## config.mk

```make
export PLATFORM = sky130hd
export DESIGN_NAME = obj_text_command_indexer
export DESIGN_NICKNAME = d
export VERILOG_FILES = /design/src/design/otci_pkg.sv /design/src/design/obj_text_command_indexer.sv
export SDC_FILE = /design/constraint.sdc
export NUM_CORES = 1
export LEC_CHECK = 0
export ABC_AREA = 0
export BUFFER_PORTS_ARGS = -buffer_cell sky130_fd_sc_hd__clkbuf_2
export CAP_MARGIN = 0
export CORE_MARGIN = 1.5
export CORE_UTILIZATION = 28
export CTS_CLUSTER_SIZE = 25
export DETAILED_ROUTE_END_ITERATION = 8
export PLACE_DENSITY = 0.45
export SLEW_MARGIN = 20
export SYNTH_ARGS = -nofsm -noshare
export SYNTH_HDL_FRONTEND = slang
export SYNTH_SLANG_ARGS = --single-unit
export TNS_END_PERCENT = 1
```

## constraint.sdc

```tcl
create_clock -name clk -period 9.05 [get_ports clk]
set_input_delay 1.3575 -clock clk [delete_from_list [all_inputs] [get_ports clk]]
set_output_delay 1.3575 -clock clk [all_outputs]
set_load 0.005 [all_outputs]
```

## src/design/otci_pkg.sv

```systemverilog
`timescale 1ns / 1ps
`default_nettype none

package otci_pkg;

	// Line scanner modes
	localparam logic [2:0] MODE_TOP     = 3'd0;
	localparam logic [2:0] MODE_SKIP    = 3'd1;
	localparam logic [2:0] MODE_KW_M    = 3'd2;
	localparam logic [2:0] MODE_KW_U    = 3'd3;
	localparam logic [2:0] MODE_F_SPACE = 3'd4;
	localparam logic [2:0] MODE_V_KIND  = 3'd5;
	localparam logic [2:0] MODE_FACE    = 3'd6;
	localparam logic [2:0] MODE_ERROR   = 3'd7;

	// Result kinds
	localparam logic [1:0] KIND_RECORD  = 2'd0;
	localparam logic [1:0] KIND_SUMMARY = 2'd1;
	localparam logic [1:0] KIND_ERROR   = 2'd2;

	// Command types
	localparam logic [1:0] TYPE_VERTEX   = 2'd0;
	localparam logic [1:0] TYPE_TEXCOORD = 2'd1;
	localparam logic [1:0] TYPE_NORMAL   = 2'd2;
	localparam logic [1:0] TYPE_FACE     = 2'd3;

	// Error codes
	localparam logic [2:0] ERR_OK          = 3'd0;
	localparam logic [2:0] ERR_BAD_START   = 3'd1;
	localparam logic [2:0] ERR_BAD_KEYWORD = 3'd2;
	localparam logic [2:0] ERR_F_NO_SPACE  = 3'd3;
	localparam logic [2:0] ERR_BAD_V_KIND  = 3'd4;
	localparam logic [2:0] ERR_BAD_FACE    = 3'd5;
	localparam logic [2:0] ERR_TABLE_FULL  = 3'd6;

	// Keyword length (mtllib and usemtl are both six letters)
	localparam logic [2:0] KW_LEN = 3'd6;

	// Saturation limits of the fixed-width counters
	localparam logic [23:0] MAX24 = 24'hFF_FFFF;
	localparam logic [15:0] MAX16 = 16'hFFFF;

	// Letters of the two skipped keywords, indexed by position
	function automatic logic [7:0] kw_char(input logic is_u, input logic [2:0] step);
		logic [7:0] ch;
		ch = 8'h00;
		unique case (step)
			3'd0: ch = is_u ? "u" : "m";
			3'd1: ch = is_u ? "s" : "t";
			3'd2: ch = is_u ? "e" : "l";
			3'd3: ch = is_u ? "m" : "l";
			3'd4: ch = is_u ? "t" : "i";
			3'd5: ch = is_u ? "l" : "b";
			default: ch = 8'h00;
		endcase
		return ch;
	endfunction

	typedef struct packed {
		logic [1:0]  kind;
		logic [1:0]  ctype;
		logic [2:0]  err;
	} res_ctl_t;

endpackage

`default_nettype wire

```

## src/design/obj_text_command_indexer.sv

```systemverilog
// Flow: a taken byte is scanned in the input register, and its result, if any, is written
// into the result register and offered from there.
// Throughput: one byte per cycle; the input stalls only while the scanned byte has a result
// and the result register still holds one that is not being taken.
// Reset (arst_n low, asynchronous): both registers empty, scanner at line start, counters
// zero, first-command table all ones. A zero byte emits the summary and rearms likewise.
`timescale 1ns / 1ps
`default_nettype none

module obj_text_command_indexer
	import otci_pkg::*;
#(
	parameter int OFFSET_BITS  = 24,
	parameter int COMMAND_BITS = 16
) (
	input  wire                     clk,
	input  wire                     arst_n,

	input  wire                     text_valid,
	output logic                    text_ready,
	input  wire  [7:0]              text_char,

	output logic                    result_valid,
	input  wire                     result_ready,
	output logic [1:0]              result_kind,
	output logic [1:0]              command_type,
	output logic [COMMAND_BITS-1:0] command_number,
	output logic [OFFSET_BITS-1:0]  text_offset,
	output logic [23:0]             newline_count,
	output logic [15:0]             face_count,
	output logic [23:0]             triangle_total,
	output logic [COMMAND_BITS-1:0] first_face,
	output logic [COMMAND_BITS-1:0] first_vertex,
	output logic [COMMAND_BITS-1:0] first_texcoord,
	output logic [COMMAND_BITS-1:0] first_normal,
	output logic [2:0]              error_code
);

	// A command number of all ones marks an empty entry of the first-command table.
	localparam logic [COMMAND_BITS-1:0] CMD_NONE = {COMMAND_BITS{1'b1}};
	localparam logic [COMMAND_BITS-1:0] CMD_ONE  = {{(COMMAND_BITS-1){1'b0}}, 1'b1};
	localparam logic [OFFSET_BITS-1:0]  POS_ONE  = {{(OFFSET_BITS-1){1'b0}}, 1'b1};

	// Input register: the byte being scanned this cycle.
	logic        valid_s1;
	logic [7:0]  char_s1;

	// Scanner state
	logic [2:0]              mode_q;
	logic [2:0]              kw_step_q;
	logic [OFFSET_BITS-1:0]  pos_q;
	logic [COMMAND_BITS-1:0] cmd_q;
	logic [23:0]             nl_q;
	logic [15:0]             face_q;
	logic [23:0]             tri_q;
	logic [15:0]             tok_q;
	logic                    in_tok_q;
	logic [COMMAND_BITS-1:0] first_q [4];
	logic [OFFSET_BITS-1:0]  held_q;
	logic [2:0]              err_q;

	// Next values after the current byte
	logic [2:0]              mode_d;
	logic [2:0]              kw_step_d;
	logic [COMMAND_BITS-1:0] cmd_d;
	logic [23:0]             nl_d;
	logic [15:0]             face_d;
	logic [23:0]             tri_d;
	logic [15:0]             tok_d;
	logic                    in_tok_d;
	logic [COMMAND_BITS-1:0] first_d [4];
	logic [OFFSET_BITS-1:0]  held_d;
	logic [2:0]              err_d;
	logic                    rearm;

	// Result of the current byte
	logic                    res_valid;
	res_ctl_t                res_ctl;
	logic [COMMAND_BITS-1:0] res_num;
	logic [OFFSET_BITS-1:0]  res_off;

	logic advance;

	// Character classes
	logic is_nl, is_sp, is_dig;
	assign is_nl  = (char_s1 == 8'h0D) || (char_s1 == 8'h0A);
	assign is_sp  = (char_s1 == " ") || (char_s1 == 8'h09);
	assign is_dig = ((char_s1 >= "0") && (char_s1 <= "9")) || (char_s1 == "/");

	// Closing a face line: count a token still open, then add tokens minus two to the
	// triangle total when there are at least three, saturating at the top.
	logic [15:0] tok_fin;
	logic [15:0] tri_add;
	logic [24:0] tri_sum;
	logic [23:0] tri_fin;
	assign tok_fin = (in_tok_q && (tok_q != MAX16)) ? tok_q + 16'd1 : tok_q;
	assign tri_add = tok_fin - 16'd2;
	assign tri_sum = {1'b0, tri_q} + {9'd0, tri_add};
	always_comb begin
		if (tok_fin < 16'd3) begin
			tri_fin = tri_q;
		end else if (tri_sum > {1'b0, MAX24}) begin
			tri_fin = MAX24;
		end else begin
			tri_fin = tri_sum[23:0];
		end
	end

	// Per-byte scanner step
	always_comb begin
		logic       fail_req;
		logic [2:0] fail_code;
		logic       rec_req;
		logic [1:0] rec_type;

		mode_d    = mode_q;
		kw_step_d = kw_step_q;
		cmd_d     = cmd_q;
		nl_d      = nl_q;
		face_d    = face_q;
		tri_d     = tri_q;
		tok_d     = tok_q;
		in_tok_d  = in_tok_q;
		first_d   = first_q;
		held_d    = held_q;
		err_d     = err_q;
		rearm     = 1'b0;
		res_valid = 1'b0;
		res_ctl   = '{kind: KIND_RECORD, ctype: TYPE_VERTEX, err: ERR_OK};
		res_num   = '0;
		res_off   = pos_q;
		fail_req  = 1'b0;
		fail_code = ERR_OK;
		rec_req   = 1'b0;
		rec_type  = TYPE_VERTEX;

		// Newlines are counted in every mode, even after an error.
		if (is_nl && (nl_q != MAX24)) begin
			nl_d = nl_q + 24'd1;
		end

		if (char_s1 == 8'h00) begin
			// End of text: summary, then back to the reset state.
			res_valid   = 1'b1;
			res_ctl.kind = KIND_SUMMARY;
			res_ctl.err  = err_q;
			rearm       = 1'b1;
			unique case (mode_q)
				MODE_FACE:            tri_d = tri_fin;
				MODE_KW_M, MODE_KW_U: res_ctl.err = ERR_BAD_KEYWORD;
				MODE_F_SPACE:         res_ctl.err = ERR_F_NO_SPACE;
				MODE_V_KIND:          res_ctl.err = ERR_BAD_V_KIND;
				default:              ;
			endcase
		end else begin
			unique case (mode_q)
				MODE_TOP: begin
					if (is_sp || is_nl) begin
						mode_d = MODE_TOP;
					end else if ((char_s1 == "#") || (char_s1 == "o") ||
					             (char_s1 == "g") || (char_s1 == "s")) begin
						mode_d = MODE_SKIP;
					end else if ((char_s1 == "m") || (char_s1 == "u")) begin
						mode_d    = (char_s1 == "m") ? MODE_KW_M : MODE_KW_U;
						kw_step_d = 3'd1;
					end else if ((char_s1 == "f") || (char_s1 == "v")) begin
						mode_d = (char_s1 == "f") ? MODE_F_SPACE : MODE_V_KIND;
						held_d = pos_q;
					end else begin
						fail_req  = 1'b1;
						fail_code = ERR_BAD_START;
					end
				end
				MODE_SKIP: begin
					if (is_nl) begin
						mode_d = MODE_TOP;
					end
				end
				MODE_KW_M, MODE_KW_U: begin
					if (kw_step_q < KW_LEN) begin
						if (char_s1 != kw_char(mode_q == MODE_KW_U, kw_step_q)) begin
							fail_req  = 1'b1;
							fail_code = ERR_BAD_KEYWORD;
						end else begin
							kw_step_d = kw_step_q + 3'd1;
						end
					end else if (!is_sp) begin
						fail_req  = 1'b1;
						fail_code = ERR_BAD_KEYWORD;
					end else begin
						kw_step_d = 3'd0;
						mode_d    = MODE_SKIP;
					end
				end
				MODE_F_SPACE: begin
					if (!is_sp) begin
						fail_req  = 1'b1;
						fail_code = ERR_F_NO_SPACE;
					end else begin
						tok_d    = '0;
						in_tok_d = 1'b0;
						mode_d   = MODE_FACE;
						rec_req  = 1'b1;
						rec_type = TYPE_FACE;
					end
				end
				MODE_V_KIND: begin
					if (is_sp || (char_s1 == "t") || (char_s1 == "n")) begin
						mode_d  = MODE_SKIP;
						rec_req = 1'b1;
						if (is_sp) begin
							rec_type = TYPE_VERTEX;
						end else if (char_s1 == "t") begin
							rec_type = TYPE_TEXCOORD;
						end else begin
							rec_type = TYPE_NORMAL;
						end
					end else begin
						fail_req  = 1'b1;
						fail_code = ERR_BAD_V_KIND;
					end
				end
				MODE_FACE: begin
					if (is_dig) begin
						in_tok_d = 1'b1;
					end else if (is_sp) begin
						if (in_tok_q && (tok_q != MAX16)) begin
							tok_d = tok_q + 16'd1;
						end
						in_tok_d = 1'b0;
					end else if (is_nl) begin
						tri_d    = tri_fin;
						tok_d    = '0;
						in_tok_d = 1'b0;
						mode_d   = MODE_TOP;
					end else begin
						fail_req  = 1'b1;
						fail_code = ERR_BAD_FACE;
					end
				end
				MODE_ERROR: ;
				default:    ;
			endcase

			// A command that would take the empty-entry number overflows the table.
			if (rec_req) begin
				if (cmd_q == CMD_NONE) begin
					fail_req  = 1'b1;
					fail_code = ERR_TABLE_FULL;
				end else begin
					if (first_q[rec_type] == CMD_NONE) begin
						first_d[rec_type] = cmd_q;
					end
					cmd_d = cmd_q + CMD_ONE;
					if ((rec_type == TYPE_FACE) && (face_q != MAX16)) begin
						face_d = face_q + 16'd1;
					end
					res_valid     = 1'b1;
					res_ctl.kind  = KIND_RECORD;
					res_ctl.ctype = rec_type;
					res_num       = cmd_q;
					res_off       = held_q;
				end
			end

			if (fail_req) begin
				err_d         = fail_code;
				mode_d        = MODE_ERROR;
				res_valid     = 1'b1;
				res_ctl.kind  = KIND_ERROR;
				res_ctl.ctype = TYPE_VERTEX;
				res_ctl.err   = fail_code;
				res_num       = '0;
				res_off       = pos_q;
			end
		end
	end

	// The byte in the input register moves on unless its result finds the result
	// register occupied and not being taken.
	assign advance    = valid_s1 && (!res_valid || !result_valid || result_ready);
	assign text_ready = !valid_s1 || advance;

	always_ff @(posedge clk or negedge arst_n) begin
		if (!arst_n) begin
			valid_s1 <= 1'b0;
		end else if (text_ready) begin
			valid_s1 <= text_valid;
		end
	end

	always_ff @(posedge clk) begin
		if (text_valid && text_ready) begin
			char_s1 <= text_char;
		end
	end

	// Scanner state update; a zero byte returns everything to its reset value.
	always_ff @(posedge clk or negedge arst_n) begin
		if (!arst_n) begin
			mode_q    <= MODE_TOP;
			kw_step_q <= '0;
			pos_q     <= '0;
			cmd_q     <= '0;
			nl_q      <= '0;
			face_q    <= '0;
			tri_q     <= '0;
			tok_q     <= '0;
			in_tok_q  <= 1'b0;
			first_q   <= '{default: CMD_NONE};
			held_q    <= '0;
			err_q     <= ERR_OK;
		end else if (advance) begin
			if (rearm) begin
				mode_q    <= MODE_TOP;
				kw_step_q <= '0;
				pos_q     <= '0;
				cmd_q     <= '0;
				nl_q      <= '0;
				face_q    <= '0;
				tri_q     <= '0;
				tok_q     <= '0;
				in_tok_q  <= 1'b0;
				first_q   <= '{default: CMD_NONE};
				held_q    <= '0;
				err_q     <= ERR_OK;
			end else begin
				mode_q    <= mode_d;
				kw_step_q <= kw_step_d;
				pos_q     <= pos_q + POS_ONE;
				cmd_q     <= cmd_d;
				nl_q      <= nl_d;
				face_q    <= face_d;
				tri_q     <= tri_d;
				tok_q     <= tok_d;
				in_tok_q  <= in_tok_d;
				first_q   <= first_d;
				held_q    <= held_d;
				err_q     <= err_d;
			end
		end
	end

	// Result register: running values are those after the byte that caused the result.
	always_ff @(posedge clk or negedge arst_n) begin
		if (!arst_n) begin
			result_valid <= 1'b0;
		end else if (advance && res_valid) begin
			result_valid <= 1'b1;
		end else if (result_ready) begin
			result_valid <= 1'b0;
		end
	end

	always_ff @(posedge clk) begin
		if (advance && res_valid) begin
			result_kind    <= res_ctl.kind;
			command_type   <= res_ctl.ctype;
			error_code     <= res_ctl.err;
			command_number <= res_num;
			text_offset    <= res_off;
			newline_count  <= nl_d;
			face_count     <= face_d;
			triangle_total <= tri_d;
			first_vertex   <= first_d[TYPE_VERTEX];
			first_texcoord <= first_d[TYPE_TEXCOORD];
			first_normal   <= first_d[TYPE_NORMAL];
			first_face     <= first_d[TYPE_FACE];
		end
	end

	// A byte held in the input register is never lost or replaced while it waits.
	assert property (@(posedge clk) disable iff (!arst_n)
		valid_s1 && !advance |=> valid_s1 && $stable(char_s1))
		else $error("input register changed while its byte was stalled");

	// Once an error has been recorded the scanner stays in its error mode until the end.
	assert property (@(posedge clk) disable iff (!arst_n)
		err_q != ERR_OK |-> mode_q == MODE_ERROR)
		else $error("recorded error without error mode");

	// The end of text rearms the scanner.
	assert property (@(posedge clk) disable iff (!arst_n)
		advance && (char_s1 == 8'h00) |=> mode_q == MODE_TOP && cmd_q == '0 && err_q == ERR_OK)
		else $error("scanner not rearmed after end of text");

	// Command records never carry an error code.
	assert property (@(posedge clk) disable iff (!arst_n)
		result_valid && (result_kind == KIND_RECORD) |-> error_code == ERR_OK)
		else $error("command record with error code");

endmodule

`default_nettype wire

```

* Word level (Yosys, flattened, before mapping)
Index checks and enable logic that the tools add are counted.
** Word-level totals
- Register bits :: 403
- Latch bits :: 0
- RAM bits :: 0
- ROM bits :: 0
- Bits of input ports :: 12
- Output and inout bits :: 177
- Word-level logic and storage cells :: 295
- Memories :: 0
** Cells by class
- Add/subtract/negate cells :: 8
- Multipliers :: 0
- Div/mod/pow operators :: 0
- Magnitude comparators :: 7
- Equality and inequality tests :: 54
- Shift operators :: 0
- Multiplexer cells :: 149
- Bitwise operators :: 2
- Reductions and logical operators :: 45
** Operators with widths (number)
- 2-to-1 mux 24 bit :: 23
- 2-to-1 mux 64 bit :: 5
- 2-to-1 mux 16 bit :: 19
- 2-to-1 mux 3 bit :: 34
- equality test 8 x 7 -> 1 bit, second input constant :: 9
- bitwise mux 64 bit :: 1
- adder 16 x 1 -> 16 bit, second input constant :: 3
- adder 24 x 1 -> 24 bit, second input constant :: 2
- one-hot mux 7 bit (6 select lines) :: 1
- 2-to-1 mux 1 bit :: 37
- inequality test 4 bit, second input constant :: 9
- binary-select mux 16 bit (select 2 bit) :: 1
- demux 16 bit (select 2 bit) :: 1
- equality test 16 bit, second input constant :: 2
- inequality test 16 bit, second input constant :: 2
- one-hot mux 16 bit (2 select lines) :: 1
- adder 24 x 16 -> 25 bit :: 1
- > comparator 25 x 24 -> 1 bit, second input constant :: 1
- equality test 8 x 4 -> 1 bit, second input constant :: 3
- equality test 8 x 6 -> 1 bit, second input constant :: 3
- 2-to-1 mux 8 bit :: 3
- inequality test 24 bit, second input constant :: 1
- 2-to-1 mux 2 bit :: 10
- one-hot mux 3 bit (6 select lines) :: 1
- other kinds (45) :: 92

* Logic depth before layout (Yosys ltp)
Gate-level depths: netlist of run 1.
- Depth in word-level cells :: 21
- Depth in mapped cells :: 21
- Depth with buffers taken out :: 19

* Least setup slack after synthesis of run 1
No wires, ideal clock.
- Path kind :: register to register
- Start :: register kw_step_q[2]
- End :: register command_number[0], enable pin
- Setup time :: 528 ps
- Data arrival time :: 6778 ps
- Required time :: 8522 ps
- Path slack :: 1744 ps
- Stages on the path, launching flop included :: 14
- Cells stage by stage :: dfrtp_1 -> clkbuf_1 -> inv_1 -> ha_1 -> or4_1 -> or4_1 -> a311oi_1 -> or2_2 -> a31o_2 -> clkbuf_1 -> clkbuf_1 -> buf_2 -> nand2_1 -> inv_1
** Between the ends
- Longest elaborated chain between the ends :: 19
** Ends and longest elaborated chain
- from (decl) :: RTL line obj_text_command_indexer.sv:50 : logic [2:0] kw_step_q;
- from (signal assigned) :: RTL line obj_text_command_indexer.sv:329 : kw_step_q <= kw_step_d;
- equality test 3 bit, or another cell as far along :: RTL line otci_pkg.sv:47 : unique case (step)
- one-hot mux 7 bit (6 select lines) :: RTL line otci_pkg.sv:47
- 2-to-1 mux 8 bit :: RTL line obj_text_command_indexer.sv:180 : if (kw_step_q < KW_LEN) begin
- 2-to-1 mux 8 bit :: RTL line obj_text_command_indexer.sv:156 : unique case (mode_q)
- 2-to-1 mux 8 bit :: RTL line obj_text_command_indexer.sv:142 : if (char_s1 == 8'h00) begin
- inequality test 8 bit :: RTL line obj_text_command_indexer.sv:181 : if (char_s1 != kw_char(mode_q == MODE_KW_U, kw_step_q)) begin
- 2-to-1 mux 1 bit :: RTL line obj_text_command_indexer.sv:181
- 2-to-1 mux 1 bit * :: RTL line obj_text_command_indexer.sv:180
- [... 2 more ...]
- 2-to-1 mux 1 bit * :: RTL line obj_text_command_indexer.sv:246 : if (rec_req) begin
- 2-to-1 mux 1 bit * :: RTL line obj_text_command_indexer.sv:142
- 2-to-1 mux 1 bit * :: RTL line obj_text_command_indexer.sv:266 : if (fail_req) begin
- 2-to-1 mux 1 bit * :: RTL line obj_text_command_indexer.sv:142
- zero test 1 bit :: RTL line obj_text_command_indexer.sv:281 : assign advance = valid_s1 && (!res_valid || !result_valid || result_ready);
- logical OR 1 bit (2 in a row) :: RTL line obj_text_command_indexer.sv:281
- logical AND 1 bit :: RTL line obj_text_command_indexer.sv:281
- logical AND 1 bit * :: RTL line obj_text_command_indexer.sv:356 : if (advance && res_valid) begin
- to (signal assigned) :: RTL line obj_text_command_indexer.sv:360 : command_number <= res_num;
- to (decl) :: RTL line obj_text_command_indexer.sv:27 : output logic [COMMAND_BITS-1:0] command_number,
Mark *: on every way between the ends. The rest lies on a longest branch, timed or not. The select of a mux whose other input is x is not followed.
A chain may end at the register's enable or synchronous reset.

* Final worst setup path of run 1
- Start :: register tok_q[9]
- End :: register triangle_total[10], data pin
** Between the ends
- Longest elaborated chain between the ends :: 13
** Ends and longest elaborated chain
- from (decl) :: RTL line obj_text_command_indexer.sv:56 : logic [15:0] tok_q;
- from (signal assigned) :: RTL line obj_text_command_indexer.sv:335 : tok_q <= tok_d;
- branches (longest 2 deep; another with adder 16 x 1 -> 16 bit)
- 2-to-1 mux 16 bit *
- subtractor 16 x 2 -> 16 bit :: RTL line obj_text_command_indexer.sv:97 : assign tri_add = tok_fin - 16'd2;
- adder 24 x 16 -> 25 bit :: RTL line obj_text_command_indexer.sv:98 : assign tri_sum = {1'b0, tri_q} + {9'd0, tri_add};
- > comparator 25 x 24 -> 1 bit :: RTL line obj_text_command_indexer.sv:102 : end else if (tri_sum > {1'b0, MAX24}) begin
- 2-to-1 mux 24 bit :: RTL line obj_text_command_indexer.sv:102
- 2-to-1 mux 24 bit * :: RTL line obj_text_command_indexer.sv:100 : if (tok_fin < 16'd3) begin
- 2-to-1 mux 24 bit :: RTL line obj_text_command_indexer.sv:231 : end else if (is_nl) begin
- 2-to-1 mux 24 bit :: RTL line obj_text_command_indexer.sv:226 : end else if (is_sp) begin
- 2-to-1 mux 24 bit :: RTL line obj_text_command_indexer.sv:224 : if (is_dig) begin
- 2-to-1 mux 24 bit :: RTL line obj_text_command_indexer.sv:156
- 2-to-1 mux 24 bit * :: RTL line obj_text_command_indexer.sv:142
- via tri_d[10] :: RTL line obj_text_command_indexer.sv:68 : logic [23:0] tri_d;
- to (signal assigned) :: RTL line obj_text_command_indexer.sv:364 : triangle_total <= tri_d;
- to (decl) :: RTL line obj_text_command_indexer.sv:31 : output logic [23:0] triangle_total,
Mark *: on every way through the listed nets, which the timed path passes.

==> impl_results.md, run 1 <==
- Status: finished clean
- CP Data Arrival Time: 7.13 ns
- Synth Area in XOR/XNOR: 0.04026
- Top post-synthesis cells by area: edfxtp_1, dfrtp_1, dfstp_2
- Routed Wire Length: 69150 µm
- CTS Buf Count: 49
- YS warnings: 0
- Setup bufs post-CTS: 0
- CTS tree: yes
- Mapped Cells: 2234
- CTS H-tree lvls: 2
- Vias in the first global route: 17460
- Die ar.: 79370 µm²
- CTS root buffer: clkbuf_16
- Antenna-violating nets left: 0
- Share of cells above drive strength 1: 0.1731
- Clk buf depth: 3
- PD cells: 283.1 nW/µm²
- GRT overflow: 0
- Synth Area per Inst: 9.737 µm²
- Commonest non-fill, non-tap cell in the layout: nand2_1
- Critical path startpoint category: register
- Post-cts resize count: 0
- # setup viols final: 0
- Worst endpoint required time: 9.38 ns
- Area grow syn2layout: 16.69%
- Final Net Count: 2386
- Int Pwr: 0.004623 W
- Largest family of logic cells by synthesized area: simple AND/OR/NAND/NOR gates
- CP endpoint kind: register
- DP Wirelength: 46320 µm
- FFs w/ async S/R, synth: 0.5459
- Final Hold Viols: 0
- Synth Area in Compound Gates: 0.1650
- Power, Total: 0.007187 W
- Die H: 281.7 µm
- Routed len/inst: 20.18 µm
- FP Rows: 102
- Final min period: 6.794 ns
- Largest net degree at the start of global routing: 123
- Total core area: 77210 µm²
- Worst VDD drop: 0.0002814 V
- Post-Syn Nets: 2275
- Slew of the pin with the lowest slew margin: 0.9968 ns
- Seq/Total Area, Yosys: 0.5094
- Post-synthesis mux area share: 0.03440
- Routed via count: 17910
- Setup TNS: 0 ns
- Fillers: 7876
- Count of state elements after synthesis: 403
- Iter 0 DRT Violations: 1382
- GP Congestion: 0.8974
- Post-synth top area cell: edfxtp_1
- Gr usage total: 0.1717
- Mapped Area: 21750 µm²
- Combinational power share: 0.294
- Drt drc: 0
- PortBufs: 188
- DR vias/cell: 5.228
- Most frequent cells in the layout: nand2_1, clkbuf_2, nor2_1, edfxtp_1, dfrtp_1
- Clk_skew: 0.02494 ns
- Pre-antenna DRT Iters: 7
- Clk sinks: 403
- Post-synthesis simple-gate area fraction: 0.1951
- Multi-input combinational cell area: 9882 µm²
- Seq. cell area: 11080 µm²
- Clock Pin Slew Worst Setup and Hold Paths: 0.06 ns
- Leakage: 9.828 nW
- Net Sw Frac: 0.3567
- Boundary pin count: 189
- Synth top area share: 0.2526
- Max Cap Viol: 0
- Fmax: 147.2 MHz
- Slew margin rel.: 0.3271
- Post-synth EDFFs: 183
- Max-slew violation count: 0
- Unrepaired setup endpoints after global routing: false
- Critical path class: register to register
- Distinct cells, synth: 91
- Clk Latency, worst-skew pair: 0.59 ns
- Die width: 281.7 µm
- Final Cycle Share: 0.7507
- Adder-Cell Fraction of Synth Area: 0.01714
- First-pass GRT wire length: 106500 µm
- Net Sw Power: 0.002564 W
- Clock share of power: 0.295
- Class of the worst hold path: register to register
- Antenna Cells: 0
- Primary FF master, synth: edfxtp_1
- Share of power burned in registers: 0.411
- Number of hold buffers added after CTS: 0
- Worst-path maximum fanout: 15
- Initial antenna violation count: 0
- Starting Density: 0.2817
## layer usage
metal / track usage / part of all wire / up-vias / routed length [µm]
met5: 0 / 0 / - / 0
met4: 0.04604 / 0.022 / 0 / 1489
met3: 0.02469 / 0.047 / 88 / 3236
met2: 0.2777 / 0.47 / 493 / 32470
met1: 0.2391 / 0.46 / 8893 / 31950
li1: - / - / 8438 / -
## final timing paths
kind                                            from                           end  slack (ns)  cells past startpoint
worst max register to register  tok_q[9]$_DFFE_PN0P_  triangle_total[10]$_DFFE_PP_        2.26                     17
min in group asynchronous                     arst_n          nl_q[20]$_DFFE_PN0P_        0.80                      1
worst min-delay path             nl_q[9]$_DFFE_PN0P_           nl_q[9]$_DFFE_PN0P_        0.52                      2
max in group asynchronous                     arst_n          tri_q[4]$_DFFE_PN0P_        7.04                      2
worst min register to register   nl_q[9]$_DFFE_PN0P_           nl_q[9]$_DFFE_PN0P_        0.52                      2
worst max-delay path            tok_q[9]$_DFFE_PN0P_  triangle_total[10]$_DFFE_PP_        2.26                     17
## kinds of logic after synthesis
family	Yosys count
simple gates	867
compound gates	554
flops	403
buf+inv	211
xor+xnor	100
mux	69
fa+ha+maj	30
## sequential cells by signal (all words and copies together), names as in the netlist, 8 cells and up
| name | cells |
|---|---|
| face_count | 16 |
| newline_count | 24 |
| tri_q | 24 |
| tok_q | 16 |
| nl_q | 24 |
| cmd_q | 16 |
| char_s1 | 8 |
| command_number | 16 |
| text_offset | 24 |
| held_q | 24 |
| first_q | 64 |
| triangle_total | 24 |
| first_vertex | 16 |
| pos_q | 24 |
| first_face | 16 |
| face_q | 16 |
| first_normal | 16 |
| first_texcoord | 16 |
## synth_stat cells, drive strengths merged, types with 14 or more instances
cell,instances
ha,29
a22oi,18
nand2,297
nand4,43
dfstp,64
inv,55
and4,18
nand2b,14
a31oi,44
and3,28
and2,24
mux2,46
nor2,187
dfrtp,156
buf,30
nor3,88
nor4,27
xor2,34
o21ai,149
edfxtp,183
a41oi,39
o21a,35
o31ai,30
a21oi,141
nand3,68
clkbuf,125
xnor2,66
mux2i,23
## power by group through the flow
stage                     clock, W  sequential [W]  combinational [W]
final                      0.00212         0.00296            0.00211
after global routing       0.00226         0.00302            0.00237
after CTS                  0.00219         0.00297            0.00216
after detailed placement         0         0.00300            0.00215
after global placement           0         0.00299            0.00211
after floorplan                  0         0.00293            0.00131
## final cells by class
cell class,count,share of cell area
Sequential cell,403,0.4365
Multi-Input combinational cell,1620,0.3893
Clock buffer,61,0.05294
Tap cell,1040,0.05126
Timing Repair Buffer,215,0.04643
Clock inverter,31,0.01489
Inverter,56,0.008675
## critical path, cell delays in order (launching register included)
cell	delay, ns
dfrtp_1	0.58
nand4_1	0.33
o41ai_1	0.97
mux2i_1	0.89
ha_1	0.35
and3_1	0.22
nand2_1	0.15
or4_1	0.44
o21ai_0	0.11
xnor2_1	0.18
ha_1	0.30
and2_1	0.17
a221o_1	0.32
nor2_1	0.10
o21ai_0	0.20
nand3_1	0.56
nand2_1	0.27
o32a_1	0.40
## metrics by stage
| step | instance area (µm²) | util | std cells | hold slack [ns] | worst slack (ns) |
|---|---|---|---|---|---|
| detailed placement | 23650 | 0.3064 | 3334 | 0.5147 | 2.354 |
| global route | 25380 | 0.3288 | 3426 | 0.5428 | 1.700 |
| CTS | 25380 | 0.3287 | 3426 | 0.5273 | 2.330 |
| finish | 25380 | 0.3288 | 3426 | 0.5233 | 2.256 |
| floorplan | 21750 | - | 2234 | 0.4731 | 1.744 |
| global placement | 23630 | 0.3061 | 3333 | 0.4934 | 2.484 |
Note: power is estimated with default switching activity, not from simulation.
==> run 2, diff against run 1 <==
- clock period: 9.05 -> 6.34 ns (I/O delays scaled with it)
==> run 2 against run 1 <==
Against the previous run:
- core utilization rose by 0.14 points
- via count rose by 0.11%
- global-route usage fell by 0.14 points
- setup slack got worse by 1.5 ns
- flip-flop and latch count did not move
- first-iteration DRC count fell by 3.2%
- largest cell class unchanged
- register-to-register slack got worse by 1.5 ns
- non-clock buffer count rose by 14
- highest routed layer is now met5
==> impl_results.md, run 2 (synthesized netlist as in run 1, its figures left out) <==
- GRT overflow: 0 (unchanged)
- Share of power burned in registers: 0.406 (-0.005)
- Power, Total: 0.01026 W (+43%)
- Clock share of power: 0.290 (-0.005)
- Final Net Count: 2401 (+0.63%)
- Setup bufs post-CTS: 0 (unchanged)
- Max Cap Viol: 0 (unchanged)
- Clk sinks: 403 (unchanged)
- PortBufs: 188 (unchanged)
- Pre-CTS setup slack: 0.8561 ns (-1.498 ns)
- Initial antenna violation count: 2 (+2)
- Total core area: 77210 µm² (unchanged)
- Die width: 281.7 µm (unchanged)
- Multi-input combinational cell area: 9884 µm² (about the same)
- Final Hold Viols: 0 (unchanged)
- Seq. cell area: 11080 µm² (unchanged)
- Worst R2R Setup Slack: 0.80 ns (-1.46 ns)
- Clk_skew: 0.01655 ns (-0.008395 ns)
- Unrepaired setup endpoints after global routing: false
- PD cells: 402.4 nW/µm² (+42%)
- Iter 0 DRT Violations: 1338 (-3.2%)
- Net Sw Frac: 0.3567 (about the same)
- Worst endpoint required time: 6.68 ns (-2.70 ns)
- Antenna-violating nets left: 0 (unchanged)
- Final min period: 5.544 ns (-1.250 ns)
- CP endpoint kind: register
- Critical path startpoint category: register
- Clock Pin Slew Worst Setup and Hold Paths: 0.06 ns (about the same)
- Fillers: 7852 (-0.30%)
- Worst R2R Start: tok_q[9]$_DFFE_PN0P_
- Slew margin rel.: 0.2765 (-0.05052)
- Starting Density: 0.2817 (unchanged)
- Clk Latency, worst-skew pair: 0.59 ns (about the same)
- Design area: 25490 µm² (+0.43%)
- Status: finished clean
- Number of hold buffers added after CTS: 0 (unchanged)
- Largest net degree at the start of global routing: 138 (+12%)
- Int Pwr: 0.006600 W (+43%)
- Share of cells above drive strength 1: 0.1786 (+0.005508)
- Die ar.: 79370 µm² (unchanged)
- PnR worst setup slack: 0.7964 ns (-1.460 ns)
- Gr usage total: 0.1702 (-0.001442)
- Worst VDD drop: 0.0004811 V (+71%)
- Routed via count: 17930 (+0.11%)
- Leakage: 9.885 nW (+0.58%)
- GP Congestion: 0.8736 (-2.7%)
- Boundary pin count: 189 (unchanged)
- # setup viols final: 0 (unchanged)
- CTS H-tree lvls: 2 (unchanged)
- DP Wirelength: 46570 µm (+0.52%)
- DP Area: 23750 µm² (+0.41%)
- First-pass GRT wire length: 105500 µm (-0.94%)
- Die H: 281.7 µm (unchanged)
- Vias in the first global route: 17510 (+0.29%)
- Net Sw Power: 0.003659 W (+43%)
- DR vias/cell: 5.208 (-0.39%)
- Max-slew violation count: 0 (unchanged)
- FP Rows: 102 (unchanged)
- Routed len/inst: 20.01 µm (-0.85%)
- Class of the worst hold path: input pin to async pin
- Largest register FFs: 64 (unchanged)
- Fmax: 180.4 MHz (+23%)
- Worst reg2reg path depth: 20 (+3)
- Final Cycle Share: 0.8744 (+0.1237)
- Crit path to: triangle_total[21]$_DFFE_PP_
- Commonest non-fill, non-tap cell in the layout: nand2_1
- Pre-antenna DRT Iters: 5 (-2)
- Post-cts resize count: 0 (unchanged)
- Critical path class: register to register
- Slew of the pin with the lowest slew margin: 1.084 ns (+0.08727 ns)
- CP startpoint: tok_q[9]$_DFFE_PN0P_
- Clk buf depth: 3 (unchanged)
- Combinational power share: 0.304 (+0.010)
- CTS Buf Count: 50 (+2.0%)
- CTS root buffer: clkbuf_16
- Setup TNS: 0 ns (unchanged)
- CP Data Arrival Time: 5.88 ns (-1.25 ns)
- Worst-path maximum fanout: 14 (-1)
- Area grow syn2layout: 17.20%
- Routed Wire Length: 68910 µm (-0.35%)
- Most frequent cells in the layout: nand2_1, clkbuf_2, nor2_1, edfxtp_1, dfrtp_1
- Biggest register: first_q
- CTS tree: yes
- Critical R2R Capture: triangle_total[21]$_DFFE_PP_
- Drt drc: 0 (unchanged)
## run 2: worst max-delay path: stages (launching register included)
cell	delay [ns]
dfrtp_1	0.59
nand4_1	0.33
o41ai_1	0.43
buf_4	0.20
mux2i_1	0.18
buf_4	0.20
ha_1	0.22
and3_1	0.22
nand2_1	0.14
or4_1	0.43
o21ai_0	0.11
xnor2_1	0.13
ha_1	0.33
and2_1	0.15
nand3_1	0.10
o221ai_1	0.16
a21oi_1	0.10
o21ai_0	0.56
nand4_1	0.24
nor2_1	0.16
mux2_2	0.34
## run 2: metrics by stage
stage          hold slack, ns  std cells  utilization
2_1_floorplan          0.4731       2234            -
3_3_place_gp           0.4938       3347       0.3076
3_5_place_dp           0.5035       3347       0.3076
4_1_cts                0.4137       3441       0.3297
5_1_grt                0.4071       3442       0.3302
6_report               0.3232       3443       0.3302
## run 2: how the worst min path moves through the flow
stage,endpoint
CTS,tri_q[0]$_DFFE_PN0P_
detailed placement,nl_q[9]$_DFFE_PN0P_
floorplan,nl_q[9]$_DFFE_PN0P_
finish,tri_q[6]$_DFFE_PN0P_
global placement,nl_q[9]$_DFFE_PN0P_
global route,tri_q[6]$_DFFE_PN0P_
## run 2: per-layer routing
| metal | routed length [µm] | vias to the layer above | GRT usage |
|---|---|---|---|
| met5 | 18 | - | 0 |
| met1 | 31470 | 8880 | 0.2308 |
| li1 | - | 8452 | - |
| met3 | 3814 | 95 | 0.03165 |
| met4 | 1488 | 4 | 0.04632 |
| met2 | 32120 | 500 | 0.2771 |
## run 2: area by class of cell
cell class / count / share of cell area
Timing Repair Buffer: 229 / 0.05114
Multi-Input combinational cell: 1620 / 0.3877
Antenna cell: 1 / 0.00009815
Clock inverter: 34 / 0.01556
Clock buffer: 60 / 0.05133
Tap cell: 1040 / 0.05104
Inverter: 56 / 0.008490
Sequential cell: 403 / 0.4346
## run 2: power by group through the flow
| stage | registers [W] | logic [W] | clock network, W |
|---|---|---|---|
| after floorplan | 0.00414 | 0.00188 | 0 |
| after global placement | 0.00422 | 0.00310 | 0 |
| after detailed placement | 0.00423 | 0.00317 | 0 |
| after CTS | 0.00418 | 0.00318 | 0.00307 |
| after global routing | 0.00425 | 0.00349 | 0.00317 |
| final | 0.00417 | 0.00312 | 0.00298 |
==> run 3, diff against run 2 <==
- ABC_AREA: 0 -> 1
- ABC_CLOCK_PERIOD_IN_PS: unset -> 6340
==> run 3 against run 2 <==
Against the previous run:
- count of clock-buffer cells in the layout stayed put
- global-route usage is 0.21 points higher
- core utilization is 0.082 points lower
- sequential share of layout area is 0.11 points lower
- clock skew is 0.029 ns higher
- highest routed layer unchanged
- critical endpoint is now triangle_total[15]$_DFFE_PP_
==> impl_results.md, run 3 <==
- Adder-Cell Fraction of Synth Area: 0.01648 (-0.0006564)
- Status: finished clean
- Worst endpoint required time: 6.68 ns (about the same)
- Largest family of logic cells by synthesized area: simple AND/OR/NAND/NOR gates
- Share of cells above drive strength 1: 0.1404 (-0.03815)
- Final Hold Viols: 0 (unchanged)
- Number of hold buffers added after CTS: 0 (unchanged)
- GRT overflow: 0 (unchanged)
- CTS root buffer: clkbuf_16
- Int Pwr: 0.007110 W (+7.7%)
- Max Cap Viol: 0 (unchanged)
- Primary FF master, synth: edfxtp_1
- Final Cycle Share: 0.8240 (-0.05038)
- CTS H-tree lvls: 2 (unchanged)
- Clk_skew: 0.04530 ns (+0.02876 ns)
- DP Area: 23860 µm² (+0.45%)
- Worst R2R Start: tok_q[1]$_DFFE_PN0P_
- Initial antenna violation count: 1 (-1)
- Most frequent cell after synthesis: nand2_1
- GP Congestion: 0.8792 (+0.64%)
- Worst-path maximum fanout: 15 (+1)
- Critical path's largest stage delay: 0.39 ns (-0.20 ns)
- Clock Pin Slew Worst Setup and Hold Paths: 0.05 ns (about the same)
- Boundary pin count: 189 (unchanged)
- Critical path startpoint category: register
- Unrepaired setup endpoints after global routing: false
- Antenna Cells: 0 (-1)
- Top post-synthesis cells by area: edfxtp_1, dfrtp_1, nand2_1
- First-pass GRT wire length: 110400 µm (+4.6%)
- Fillers: 8233 (+4.9%)
- Mapped Area: 22010 µm² (+1.2%)
- Final min period: 5.224 ns (-0.3194 ns)
- CTS Buf Count: 50 (unchanged)
- Setup bufs post-CTS: 0 (unchanged)
- Die width: 283.4 µm (+0.59%)
- Clk sinks: 403 (unchanged)
- Mapped Cells: 2723 (+22%)
- Commonest non-fill, non-tap cell in the layout: nand2_1
- Combinational power share: 0.395 (+0.091)
- DP Wirelength: 48500 µm (+4.2%)
- Gr usage total: 0.1724 (+0.002142)
- Design area: 25560 µm² (+0.25%)
- PortBufs: 188 (unchanged)
- Total core area: 77590 µm² (+0.50%)
- Class of the worst hold path: input pin to async pin
- Clk Latency, worst-skew pair: 0.63 ns (+0.04 ns)
- Hold WS: 0.3268 ns (+0.003647 ns)
- Most frequent cells in the layout: nand2_1, nor2_1, inv_1, clkbuf_2, edfxtp_1
- Slew margin rel.: 0.3028 (+0.02623)
- Synth Area per Inst: 8.084 µm² (-17%)
- DR vias/cell: 4.861 (-6.7%)
- Die H: 283.4 µm (+0.59%)
- Post-synth top area cell: edfxtp_1
- Routed Wire Length: 70400 µm (+2.2%)
- Setup TNS: 0 ns (unchanged)
- Clk buf depth: 3 (unchanged)
- CP endpoint kind: register
- Worst reg2reg path depth: 27 (+35%)
- Synth cell count leaders: nand2_1, nor2_1, inv_1, edfxtp_1, nand3_1
- Synth Area in XOR/XNOR: 0.04218 (+0.001914)
- Power, Total: 0.01239 W (+21%)
- Pre-antenna DRT Iters: 6 (+1)
- Final Net Count: 2904 (+21%)
- Area grow syn2layout: 16.10%
- Synth Area in Compound Gates: 0.07270 (-0.09232)
- YS warnings: 0 (unchanged)
- Distinct cells, synth: 47 (-48%)
- Critical path class: register to register
- Share of power burned in registers: 0.367 (-0.039)
- Routed len/inst: 17.85 µm (-11%)
- Vias in the first global route: 18880 (+7.8%)
- Largest net degree at the start of global routing: 151 (+9.4%)
- Biggest register: first_q
- FP Rows: 102 (unchanged)
- Critical R2R Capture: triangle_total[15]$_DFFE_PP_
- Leakage: 11.19 nW (+13%)
- Post-cts resize count: 0 (unchanged)
- Clock share of power: 0.238 (-0.052)
- Synth top area share: 0.2496 (-0.002972)
- Antenna-violating nets left: 0 (unchanged)
- Slew of the pin with the lowest slew margin: 1.043 ns (-0.04066 ns)
- Largest register FFs: 64 (unchanged)
- PD cells: 484.7 nW/µm² (+20%)
- Worst VDD drop: 0.0002673 V (-44%)
- Drt drc: 0 (unchanged)
- Cell mode on critical path: nand2_1
- Net Sw Frac: 0.4260 (+0.06932)
- Routed via count: 19180 (+6.9%)
- Post-synthesis mux area share: 0 (-0.03440)
- Post-synthesis simple-gate area fraction: 0.2935 (+0.09843)
- Worst R2R Setup Slack: 1.12 ns (+0.32 ns)
- Post-Syn Nets: 2764 (+21%)
- Seq/Total Area, Yosys: 0.5034 (-0.005993)
- CTS tree: yes
- Die ar.: 80310 µm² (+1.2%)
- # setup viols final: 0 (unchanged)
- Max-slew violation count: 0 (unchanged)
- Starting Density: 0.2837 (+0.001948)
- Net Sw Power: 0.005277 W (+44%)
- Critical path's slowest cell: dfrtp_1
- Post-synth EDFFs: 183 (unchanged)
- Count of state elements after synthesis: 403 (unchanged)
- CP Data Arrival Time: 5.57 ns (-0.31 ns)
- Iter 0 DRT Violations: 1344 (+0.45%)
- Fmax: 191.4 MHz (+6.1%)
- FFs w/ async S/R, synth: 0.5459 (unchanged)
run 3: cell count changes in the layout (fill, tap and decap cells not counted), sizes merged, moves of 39 or more:
| cell | change |
|---|---|
| xnor2 | -62 |
| nand2 | +548 |
| a31oi | -40 |
| nor2 | +95 |
| a21oi | -57 |
| mux2 | -46 |
| xor2 | +68 |
| a41oi | -39 |
| nand4 | +82 |
| inv | +209 |
| nand3 | +97 |
run 3: logic make-up (layout without fill, tap and decap cells):
kind of cell	count (synthesis)	in the layout
adders and majority gates	29	29
AOI/OAI and AO/OA	295	295
xor gates and xnor gates	106	106
and+or+nand+nor	1508	1508
DFF	403	403
buffers and inverters	382	564
run 3: layer usage:
| layer | vias up | global-route usage | routed length (µm) |
|---|---|---|---|
| met5 | - | 0 | 13 |
| met4 | 2 | 0.04439 | 1503 |
| met3 | 101 | 0.02428 | 3201 |
| met2 | 522 | 0.2781 | 32220 |
| met1 | 9278 | 0.2418 | 33470 |
| li1 | 9274 | - | - |
run 3: worst max path at each step:
stage / startpoint / to / slack, ns / depth (start not counted)
floorplan: kw_step_q[0]$_DFFE_PN0P_ / command_number[0]$_SDFFCE_PP0P_ / 0.12 / 19
global route: tok_q[0]$_DFFE_PN0P_ / triangle_total[7]$_DFFE_PP_ / 0.37 / 28
detailed placement: tok_q[1]$_DFFE_PN0P_ / triangle_total[7]$_DFFE_PP_ / 1.09 / 28
CTS: tok_q[0]$_DFFE_PN0P_ / triangle_total[7]$_DFFE_PP_ / 1.08 / 28
finish: tok_q[1]$_DFFE_PN0P_ / triangle_total[15]$_DFFE_PP_ / 1.12 / 27
global placement: tok_q[0]$_DFFE_PN0P_ / triangle_total[7]$_DFFE_PP_ / 1.22 / 27
run 3: critical path: cells and delay by family, from the launching register on:
kind,cells,cell delay [ns]
AO/OA/AOI/OAI,4,0.76
adder cells (fa/ha/maj),3,0.78
buffers and inverters,4,0.40
flip-flops,1,0.39
AND/OR/NAND/NOR,15,2.45
XOR/XNOR,1,0.18
run 3: power by group through the flow:
stage / Combinational (W) / Clock, W / Sequential (W)
after floorplan: 0.00341 / 0 / 0.00446
after global placement: 0.00489 / 0 / 0.00459
after detailed placement: 0.00493 / 0 / 0.00458
after CTS: 0.00495 / 0.00304 / 0.00455
after global routing: 0.00552 / 0.00315 / 0.00465
final: 0.00490 / 0.00294 / 0.00454
run 3: per-stage QoR:
stage               setup slack, ns  utilization  instances
CTS                           1.085       0.3293       3945
global route                 0.3740       0.3294       3945
floorplan                    0.1216            -       2723
global placement              1.217       0.3075       3851
detailed placement            1.095       0.3075       3851
finish                        1.116       0.3294       3945
run 3: cell type report:
type                       instances  area, µm²  area share
sequential                       403      11080      0.4336
multi-input combinational       1938       9365      0.3664
clock buffer                      60       1310     0.05126
tap                             1040       1301     0.05092
timing repair buffer             206       1115     0.04362
inverter                         264      999.7     0.03912
clock inverter                    34      385.4     0.01508
